`src/hdl/i2a_pkg.sv`:
```
// Package for the integer to ASCII formatter: beat types, format codes,
// character constants and the digit-to-character mapping. No dependencies.
`default_nettype none

package i2a_pkg;

    localparam int unsigned WORD_W     = 32;
    localparam int unsigned DIGIT_W    = 4;
    localparam int unsigned DEC_DIGITS = 10;
    localparam int unsigned BCD_W      = DEC_DIGITS * DIGIT_W;

    // Format codes carried in the action field.
    localparam logic [1:0] ACT_SDEC  = 2'd0;
    localparam logic [1:0] ACT_UDEC  = 2'd1;
    localparam logic [1:0] ACT_HEXLO = 2'd2;
    localparam logic [1:0] ACT_HEXUP = 2'd3;

    localparam logic [7:0] CHAR_ZERO    = 8'h30;
    localparam logic [7:0] CHAR_MINUS   = 8'h2D;
    localparam logic [7:0] CHAR_LOWER_A = 8'h61;
    localparam logic [7:0] CHAR_UPPER_A = 8'h41;

    localparam logic [3:0] COUNT_DEC = 4'd10;
    localparam logic [3:0] COUNT_HEX = 4'd8;
    localparam logic [3:0] MAX_CHARS = 4'd11;

    typedef struct packed {
        logic [31:0] value;
        logic [1:0]  action;
    } t_in_beat;

    typedef struct packed {
        logic [7:0] character;
        logic [3:0] char_count;
        logic       last;
    } t_out_beat;

    function automatic logic [7:0] digit_char(input logic [3:0] digit, input logic upper);
        logic [7:0] base;
        if (digit < 4'd10) begin
            digit_char = CHAR_ZERO + {4'd0, digit};
        end else begin
            base       = upper ? CHAR_UPPER_A : CHAR_LOWER_A;
            digit_char = base + {4'd0, digit} - 8'd10;
        end
    endfunction

endpackage

`default_nettype wire

```
`src/hdl/i2a_dabble.sv`:
```
// Bit-serial binary to BCD converter (shift and add three), one bit a cycle.
// Depends on i2a_pkg.
`default_nettype none

module i2a_dabble (
    input  wire logic                      i_clk,
    input  wire logic                      i_rst_n,
    input  wire logic                      i_start,
    input  wire logic [i2a_pkg::WORD_W-1:0] i_bin,
    output logic                           o_done,
    output logic [i2a_pkg::BCD_W-1:0]      o_bcd
);

    localparam int unsigned SHIFT_W = i2a_pkg::BCD_W + i2a_pkg::WORD_W;
    localparam int unsigned STEP_W  = $clog2(i2a_pkg::WORD_W);
    localparam logic [STEP_W-1:0] LAST_STEP = STEP_W'(i2a_pkg::WORD_W - 1);

    logic [SHIFT_W-1:0] r_shift, n_shift;
    logic [STEP_W-1:0]  r_step;
    logic               r_busy;
    logic               r_done;

    // Each BCD digit of five or more gets three added before the shift.
    always_comb begin
        logic [3:0] dig;
        n_shift = r_shift;
        for (int d = 0; d < int'(i2a_pkg::DEC_DIGITS); d++) begin
            dig = r_shift[i2a_pkg::WORD_W + d*4 +: 4];
            if (dig >= 4'd5) begin
                n_shift[i2a_pkg::WORD_W + d*4 +: 4] = dig + 4'd3;
            end
        end
        n_shift = {n_shift[SHIFT_W-2:0], 1'b0};
    end

    always_ff @(posedge i_clk) begin
        if (!i_rst_n) begin
            r_busy <= 1'b0;
            r_done <= 1'b0;
            r_step <= '0;
        end else begin
            r_done <= 1'b0;
            if (i_start) begin
                r_busy <= 1'b1;
                r_step <= '0;
            end else if (r_busy) begin
                r_step <= r_step + 1'b1;
                if (r_step == LAST_STEP) begin
                    r_busy <= 1'b0;
                    r_done <= 1'b1;
                end
            end
        end
    end

    always_ff @(posedge i_clk) begin
        if (i_start) begin
            r_shift <= {{i2a_pkg::BCD_W{1'b0}}, i_bin};
        end else if (r_busy) begin
            r_shift <= n_shift;
        end
    end

    assign o_done = r_done;
    assign o_bcd  = r_shift[SHIFT_W-1:i2a_pkg::WORD_W];

endmodule

`default_nettype wire

```
`src/hdl/integer_to_ascii_formatter.sv`:
```
// Top level of the integer to ASCII formatter: takes a word and a format and
// sends its text one character per beat. Depends on i2a_pkg and i2a_dabble.
//
//   channel   direction   handshake                 payload
//   in        receive     i_in_valid / o_in_stall   i2a_pkg::t_in_beat
//   out       send        o_out_valid / i_out_stall i2a_pkg::t_out_beat
//
// Hex words go straight to the digit register; decimal words first pass the
// bit-serial BCD converter. Emission then walks the digit register one digit a
// cycle from the top while the output is not stalled, dropping each leading
// zero but the final digit without a beat.
// Reset is synchronous, active low. A stalled output holds its beat and
// pauses emission; a new item is taken once the last beat sits in the output
// register.
`default_nettype none

module integer_to_ascii_formatter (
    input  wire logic               i_clk,
    input  wire logic               i_rst_n,
    input  wire logic               i_in_valid,
    output logic                    o_in_stall,
    input  wire i2a_pkg::t_in_beat  i_in_data,
    output logic                    o_out_valid,
    input  wire logic               i_out_stall,
    output i2a_pkg::t_out_beat      o_out_data
);

    localparam logic [1:0] S_IDLE = 2'd0;
    localparam logic [1:0] S_CONV = 2'd1;
    localparam logic [1:0] S_EMIT = 2'd2;

    logic [1:0]                 r_state;
    logic [i2a_pkg::BCD_W-1:0]  r_digits;
    logic [3:0]                 r_left;
    logic [3:0]                 r_count;
    logic                       r_minus;
    logic                       r_lead;
    logic                       r_upper;
    logic                       r_out_valid;
    i2a_pkg::t_out_beat         r_out;

    logic                       in_take;
    logic                       out_free;
    logic                       neg;
    logic [i2a_pkg::WORD_W-1:0] mag;
    logic                       dab_start;
    logic                       dab_done;
    logic [i2a_pkg::BCD_W-1:0]  dab_bcd;
    logic [3:0]                 top_digit;
    logic                       skip_zero;
    logic                       beat_go;

    assign o_in_stall = (r_state != S_IDLE);
    assign in_take    = i_in_valid && !o_in_stall;
    assign out_free   = !r_out_valid || !i_out_stall;
    assign neg        = (i_in_data.action == i2a_pkg::ACT_SDEC) && i_in_data.value[31];
    assign mag        = neg ? (~i_in_data.value + 32'd1) : i_in_data.value;
    assign dab_start  = in_take && !i_in_data.action[1];
    assign top_digit  = r_digits[i2a_pkg::BCD_W-1 -: 4];
    // A leading zero is dropped without a beat, except in the final position.
    assign skip_zero  = r_lead && top_digit == 4'd0 && r_left != 4'd1;
    assign beat_go    = (r_state == S_EMIT) && out_free && (r_minus || !skip_zero);

    i2a_dabble u_dabble (
        .i_clk   (i_clk),
        .i_rst_n (i_rst_n),
        .i_start (dab_start),
        .i_bin   (mag),
        .o_done  (dab_done),
        .o_bcd   (dab_bcd)
    );

    always_ff @(posedge i_clk) begin
        if (!i_rst_n) begin
            r_state     <= S_IDLE;
            r_minus     <= 1'b0;
            r_out_valid <= 1'b0;
            r_left      <= '0;
            r_count     <= '0;
            r_lead      <= 1'b0;
        end else begin
            if (beat_go) begin
                r_out_valid <= 1'b1;
            end else if (!i_out_stall) begin
                r_out_valid <= 1'b0;
            end
            unique case (r_state)
                S_IDLE: begin
                    if (in_take) begin
                        r_minus <= neg;
                        r_count <= '0;
                        r_lead  <= 1'b1;
                        if (i_in_data.action[1]) begin
                            r_left  <= i2a_pkg::COUNT_HEX;
                            r_state <= S_EMIT;
                        end else begin
                            r_state <= S_CONV;
                        end
                    end
                end
                S_CONV: begin
                    if (dab_done) begin
                        r_left  <= i2a_pkg::COUNT_DEC;
                        r_state <= S_EMIT;
                    end
                end
                S_EMIT: begin
                    if (out_free) begin
                        if (r_minus) begin
                            r_minus <= 1'b0;
                            r_count <= r_count + 4'd1;
                        end else if (skip_zero) begin
                            r_left <= r_left - 4'd1;
                        end else begin
                            r_lead  <= 1'b0;
                            r_left  <= r_left - 4'd1;
                            r_count <= r_count + 4'd1;
                            if (r_left == 4'd1) begin
                                r_state <= S_IDLE;
                            end
                        end
                    end
                end
                default: begin
                    r_state <= S_IDLE;
                end
            endcase
        end
    end

    // Digit register and output beat payload.
    always_ff @(posedge i_clk) begin
        if (in_take) begin
            r_upper <= (i_in_data.action == i2a_pkg::ACT_HEXUP);
            if (i_in_data.action[1]) begin
                r_digits <= {i_in_data.value, {(i2a_pkg::BCD_W - i2a_pkg::WORD_W){1'b0}}};
            end
        end else if (r_state == S_CONV && dab_done) begin
            r_digits <= dab_bcd;
        end else if (r_state == S_EMIT && out_free) begin
            if (r_minus) begin
                r_out.character  <= i2a_pkg::CHAR_MINUS;
                r_out.char_count <= r_count + 4'd1;
                r_out.last       <= 1'b0;
            end else begin
                r_digits <= {r_digits[i2a_pkg::BCD_W-5:0], 4'd0};
                if (!skip_zero) begin
                    r_out.character  <= i2a_pkg::digit_char(top_digit, r_upper);
                    r_out.char_count <= r_count + 4'd1;
                    r_out.last       <= (r_left == 4'd1);
                end
            end
        end
    end

    assign o_out_valid = r_out_valid;
    assign o_out_data  = r_out;

    a_emit_has_digits: assert property (@(posedge i_clk) disable iff (!i_rst_n)
        r_state == S_EMIT |-> r_left != 4'd0)
        else $error("emission running with no digits left");

    a_idle_no_minus: assert property (@(posedge i_clk) disable iff (!i_rst_n)
        r_state == S_IDLE |-> !r_minus)
        else $error("minus sign still pending when idle");

    a_minus_first: assert property (@(posedge i_clk) disable iff (!i_rst_n)
        o_out_valid && r_out.character == i2a_pkg::CHAR_MINUS
            |-> r_out.char_count == 4'd1 && !r_out.last)
        else $error("minus sign not the first of several characters");

    a_count_range: assert property (@(posedge i_clk) disable iff (!i_rst_n)
        o_out_valid |-> r_out.char_count != 4'd0 && r_out.char_count <= i2a_pkg::MAX_CHARS)
        else $error("character count out of range");

    a_last_ends_item: assert property (@(posedge i_clk) disable iff (!i_rst_n)
        r_state == S_EMIT && out_free && !r_minus && r_left == 4'd1 |=> r_state == S_IDLE)
        else $error("final digit did not end the item");

endmodule

`default_nettype wire

```
`config.mk`:
```
export PLATFORM = sky130hd
export DESIGN_NAME = integer_to_ascii_formatter
export DESIGN_NICKNAME = d
export VERILOG_FILES = /design/src/hdl/i2a_pkg.sv /design/src/hdl/i2a_dabble.sv /design/src/hdl/integer_to_ascii_formatter.sv
export SDC_FILE = /design/constraint.sdc
export NUM_CORES = 1
export LEC_CHECK = 0
export BUFFER_PORTS_ARGS = -buffer_cell sky130_fd_sc_hd__buf_2
export CAP_MARGIN = 20
export CORE_ASPECT_RATIO = 1.4
export CORE_MARGIN = 2
export CORE_UTILIZATION = 55
export DETAILED_ROUTE_END_ITERATION = 8
export GPL_ROUTABILITY_DRIVEN = 0
export PLACE_DENSITY = 0.73
export SKIP_CTS_REPAIR_TIMING = 1
export SYNTH_ARGS = -nofsm -noshare
export SYNTH_HDL_FRONTEND = slang
export SYNTH_HIERARCHICAL = 1
export SYNTH_SLANG_ARGS = --single-unit
```
`constraint.sdc`:
```
create_clock -name i_clk -period 5.7 [get_ports i_clk]
set_input_delay 0.855 -clock i_clk [delete_from_list [all_inputs] [get_ports i_clk]]
set_output_delay 0.855 -clock i_clk [all_outputs]
set_load 0.05 [all_outputs]
```
Word level (Yosys, flattened, before mapping) --
Cells that the tools add are included.
Word-level totals: input bits 38, word-level logic and storage cells 154, flip-flop bits (word level) 146, output and inout bits 15
Operators by class: bitwise operators 5, $add $sub $neg 17, magnitude comparators 11, multiplexer cells 55, equal/unequal tests 18, reduce and logical (&&, ||, !) cells 32
Operators by type and width (count):
- $mux 40 | 5
- $mux 32 | 3
- $mux 4 | 18
- $ge 4x3->1 const B | 10
- $add 4x2->4 const B | 9
- $add 32x1->32 const B | 1
- $not 32->32 | 1
- $mux 2 | 7
- $ne 2x2->1 const B | 7
- $mux 13 | 1
- $mux 1 | 12
- $pmux 4 s3 | 1
- $reduce_and 6->1 | 2
- $add 7x4->8 | 1
- $logic_and 1x1->1 | 8
- $mux 8 | 1
- $pmux 4 s2 | 1
- $reduce_and 4->1 | 2
- $sub 8x4->8 const B | 1
- $add 6x4->7 const A | 1
- $mux 6 | 1
- $ne 2x1->1 const B | 3
- $pmux 2 s3 | 1
- $reduce_and 3->1 | 2
- other kinds (25) | 39

Logic depth before layout (Yosys ltp) --
depth in word-level cells 7, gate-level depth with buffers 9, mapped depth without buffers 8

Cells and area by module --
The synthesis kept the hierarchy.
Modules (own cells, without submodules):
- i2a_dabble | sequential area each 1901.8 µm², cells an instance 394, times used 1, area an instance 4072.7 µm²
- integer_to_ascii_formatter | sequential area each 1851.8 µm², cells an instance 444, times used 1, area an instance 4000.1 µm²

Worst setup path before layout --
Ideal clock, no wire load.
path type input port to flip-flop, start point in i_in_valid, end point reg r_digits[0] (netlist name), enable pin, required time 5239 ps, stages on the path 3, slack 1982 ps, buffers on the path 1, arrival 3257 ps, cells stage by stage nand2_1 -> clkbuf_1 -> a31oi_1
On the way: longest elaborated chain between the ends 3, elaborated cells between the ends (all ways) 5
Ends and longest elaborated chain:
- start: declaration | line integer_to_ascii_formatter.sv:20 | input wire logic i_in_valid,
- $logic_and 1x1->1 * | line integer_to_ascii_formatter.sv:54 | assign in_take = i_in_valid && !o_in_stall;
- $ne 3x1->1 (no source line) (tied with other cells)
- $reduce_and 3->1 (no source line) *
- end signal: assignment | line integer_to_ascii_formatter.sv:136 | r_digits <= {i_in_data.value, {(i2a_pkg::BCD_W - i2a_pkg::WORD_W){1'b0}}};
- end signal: assignment | line integer_to_ascii_formatter.sv:146 | r_digits <= {r_digits[i2a_pkg::BCD_W-5:0], 4'd0};
- end: declaration | line integer_to_ascii_formatter.sv:33 | logic [i2a_pkg::BCD_W-1:0] r_digits;
Mark *: on every way between the ends. The rest lies on a longest branch, timed or not. A chain may end at the register's enable or synchronous reset.

Worst setup path after layout --
start point reg r_state[0], end point reg u_dabble.r_shift[23] (data pin)
On the way: longest elaborated chain between the ends 5
Ends and longest elaborated chain:
- start: declaration | line integer_to_ascii_formatter.sv:32 | logic [1:0] r_state;
- start signal: assignment | line integer_to_ascii_formatter.sv:75 | r_state <= S_IDLE;
- start signal: assignment | line integer_to_ascii_formatter.sv:95 | r_state <= S_EMIT;
- start signal: assignment | line integer_to_ascii_formatter.sv:97 | r_state <= S_CONV;
- $reduce_bool 2->1 | line integer_to_ascii_formatter.sv:53 | assign o_in_stall = (r_state != S_IDLE);
- $logic_not 1->1 | line integer_to_ascii_formatter.sv:54
- $logic_and 1x1->1 | line integer_to_ascii_formatter.sv:54
- $logic_and 1x1->1 | line integer_to_ascii_formatter.sv:58 | assign dab_start = in_take && !i_in_data.action[1];
- named net dab_start | line integer_to_ascii_formatter.sv:46 | logic dab_start;
- $mux 32 | line i2a_dabble.sv:57 | if (i_start) begin
- end signal: assignment | line i2a_dabble.sv:58 | r_shift <= {{i2a_pkg::BCD_W{1'b0}}, i_bin};
- end signal: assignment | line i2a_dabble.sv:60 | r_shift <= n_shift;
- end: declaration | line i2a_dabble.sv:18 | logic [SHIFT_W-1:0] r_shift, n_shift;
The timed path passes the listed nets, and every way through them passes these cells.

==> impl_metrics.tcl <==
set metrics [dict create \
    finalCritPeriodShare_pct 54.6 \
    start_util_pct 56.1 \
    cts-buffers-inserted 17 \
    cp-end-kind "flip-flop" \
    cp.arrival_ps 3280 \
    htreeDepth 4 \
    drt_pass1_iterations 5 \
    rsz0062_at_grt "no" \
    place_inst 1041 \
    cpLargestDelayFamily "buffers and inverters" \
    ys_seq_elements 145 \
    layout_commonest_cell "nand2_1" \
    maxCapViolations 0 \
    antenna_found_initial 0 \
    drive_gt1_share_pct 17.9 \
    route.vias.total 6432 \
    io_pins 53 \
    stdcell_count 1073 \
    crit_path_frequent_cell "buf_4" \
    final_core_util_pct 62.6 \
    vdd_drop_max_mv 0.372 \
    cp_slowest_stage_delay_ps 820 \
    finalHoldViolCount 0 \
    hp-class "flip-flop to flip-flop" \
    synth_area_per_cell_um2 9.63 \
    setup_viol 0 \
    status "completed" \
    syn_area_um2 8070 \
    placed_cell_area_um2 8440 \
    synth-edff-count 85 \
    avgViaCountPerCell 5.99 \
    die_h_um 147 \
    power.density_nw_per_um2 505 \
    maxSlewViolCount 0 \
    cts_tree "built" \
    insertion_delay_ps 420 \
    dieWidth_um 106 \
    hpwlAfterDp_um 12500 \
    ys_seq_area_share_pct 46.5 \
    grt_first_pass_wirelength_um 29200 \
    area_growth_pct 11.6 \
    critPathBufInv 3 \
    yosys_warnings 6 \
    ys_types 66 \
    io_buffers 51 \
    wl_um 17900 \
    synthCells 838 \
    cp_max_fo 73 \
    grt_max_degree 74 \
    clockBufferDepth 2 \
    path_clk_slew_ps 60 \
    grt_use_total_pct 23.2 \
    cts.sinks 145 \
    start_kind "flip-flop" \
    synth_top_area_share_pct 31.6 \
    synth.largest_area_cell "edfxtp_1" \
    required_ps 5870 \
    synth_area_leaders "edfxtp_1, dfxtp_1, nand2_1" \
    worst_slew_pin_slew_ps 971 \
    design_area_um2 9010 \
    root_buffer "clkbuf_16" \
    async_flop_share_pct 0 \
    drc 0 \
    period_needed_ps 3110 \
    grt.overflow.total 0 \
    detail_route.iter0.violations 461 \
    fp.dieArea_um2 15700 \
    fmax_mhz 322 \
    ys.flop_type "edfxtp_1" \
    path_cells "inv_1 > ha_1 > nand2_2 > buf_4 > nor2_4 > buf_4 > mux2_2" \
    avgRoutedWirePerCell_um 16.6 \
    insertedDiodeCount 0 \
    finalClockSkew_ps 9.13 \
    synth_fp_nets 907 \
    grt_pass1_vias 6174 \
    crit_type "flip-flop to flip-flop" \
    nets 940 \
    setup_tns_ps 0 \
    power_leakage_nw 3.30 \
    slew_headroom_pct 35.1 \
    postRouteAntennaNets 0 \
    row_count 52 \
    core_area_um2 14400 \
    fin_total_pwr_mw 4.55 \
    final_cell_mix "nand2_1, edfxtp_1, nor2_1" \
    slowest_stage "nor2_4" \
]
synth_stat cells (4+ instances only):
library cell	instances
a211oi_1	7
a21bo_2	6
a21oi_1	51
a311oi_2	6
a31oi_1	37
and2_1	5
and3_1	6
buf_2	13
clkbuf_1	25
dfxtp_1	60
edfxtp_1	85
ha_1	31
inv_1	48
mux2_2	32
mux2i_1	4
nand2_1	111
nand2b_1	13
nand3_1	18
nand4_1	7
nand4b_1	10
nor2_1	75
nor2b_1	6
nor3_1	9
nor3b_1	4
o21ai_0	29
o21ai_1	16
o22a_2	6
o22ai_1	6
o311ai_0	6
o32ai_1	6
or3_1	8
or4b_1	6
xnor2_1	17
xor2_1	18
sequential cells by signal, summed over array words and instances (netlist names), 2 cells and up:
signal	flops
o_out_data	12
r_count	4
r_digits	40
r_left	4
r_state	2
u_dabble/r_shift	72
u_dabble/r_step	5
cell type report:
class | instances | area, um2
clock inverters | 15 | 143
flip-flops and latches | 145 | 3750
multi-input cells | 600 | 3950
clock buffers | 17 | 425
repair buffers | 59 | 315
inverters | 48 | 180
fillers | 1150 | 5370
well taps | 189 | 236
metal layers:
metal  up-vias  track usage, %  wire length [um]
li1       3090               -                 -
met1      3105            29.1              7630
met2       210            39.8              9070
met3        27            4.48               839
met4         0            7.89               322
met5         -               0                 0
kinds of logic after synthesis:
family | after synthesis | share of synthesized area [%]
other | 1 | 0.0465
AOI/OAI and AO/OA | 198 | 16.4
xor gates and xnor gates | 35 | 3.80
adders and majority gates | 31 | 4.80
muxes | 36 | 4.96
DFF | 145 | 46.5
and+or+nand+nor | 299 | 18.6
buffers and inverters | 93 | 4.85
where the power goes:
part           switching [mW]  internal (mW)  leakage (nW)  total (mW)
registers               0.318           1.62          1.30        1.94
logic                   0.929          0.591          1.73        1.52
clock network           0.444          0.639         0.268        1.08
tightest hold or removal path: stages (launching register included):
cell and delay (ps):
dfxtp_1 320, nand2_1 60, a21oi_1 50
final timing paths:
check	depth (start not counted)	slack [ps]	from	end
max	7	2590	r_state[0]	u_dabble/r_shift[23]
min	2	490	u_dabble/r_shift[71]	u_dabble/r_shift[71]
max reg2reg	7	2590	r_state[0]	u_dabble/r_shift[23]
min reg2reg	2	490	u_dabble/r_shift[71]	u_dabble/r_shift[71]
per-stage QoR:
step,hold WS (ps),worst slack [ps]
final,490,2590
after global routing,514,2330
after CTS,489,2570
after detailed placement,480,2330
after global placement,456,2430
after floorplan,445,1980
No activity file was read; power rests on OpenSTA's default activity.
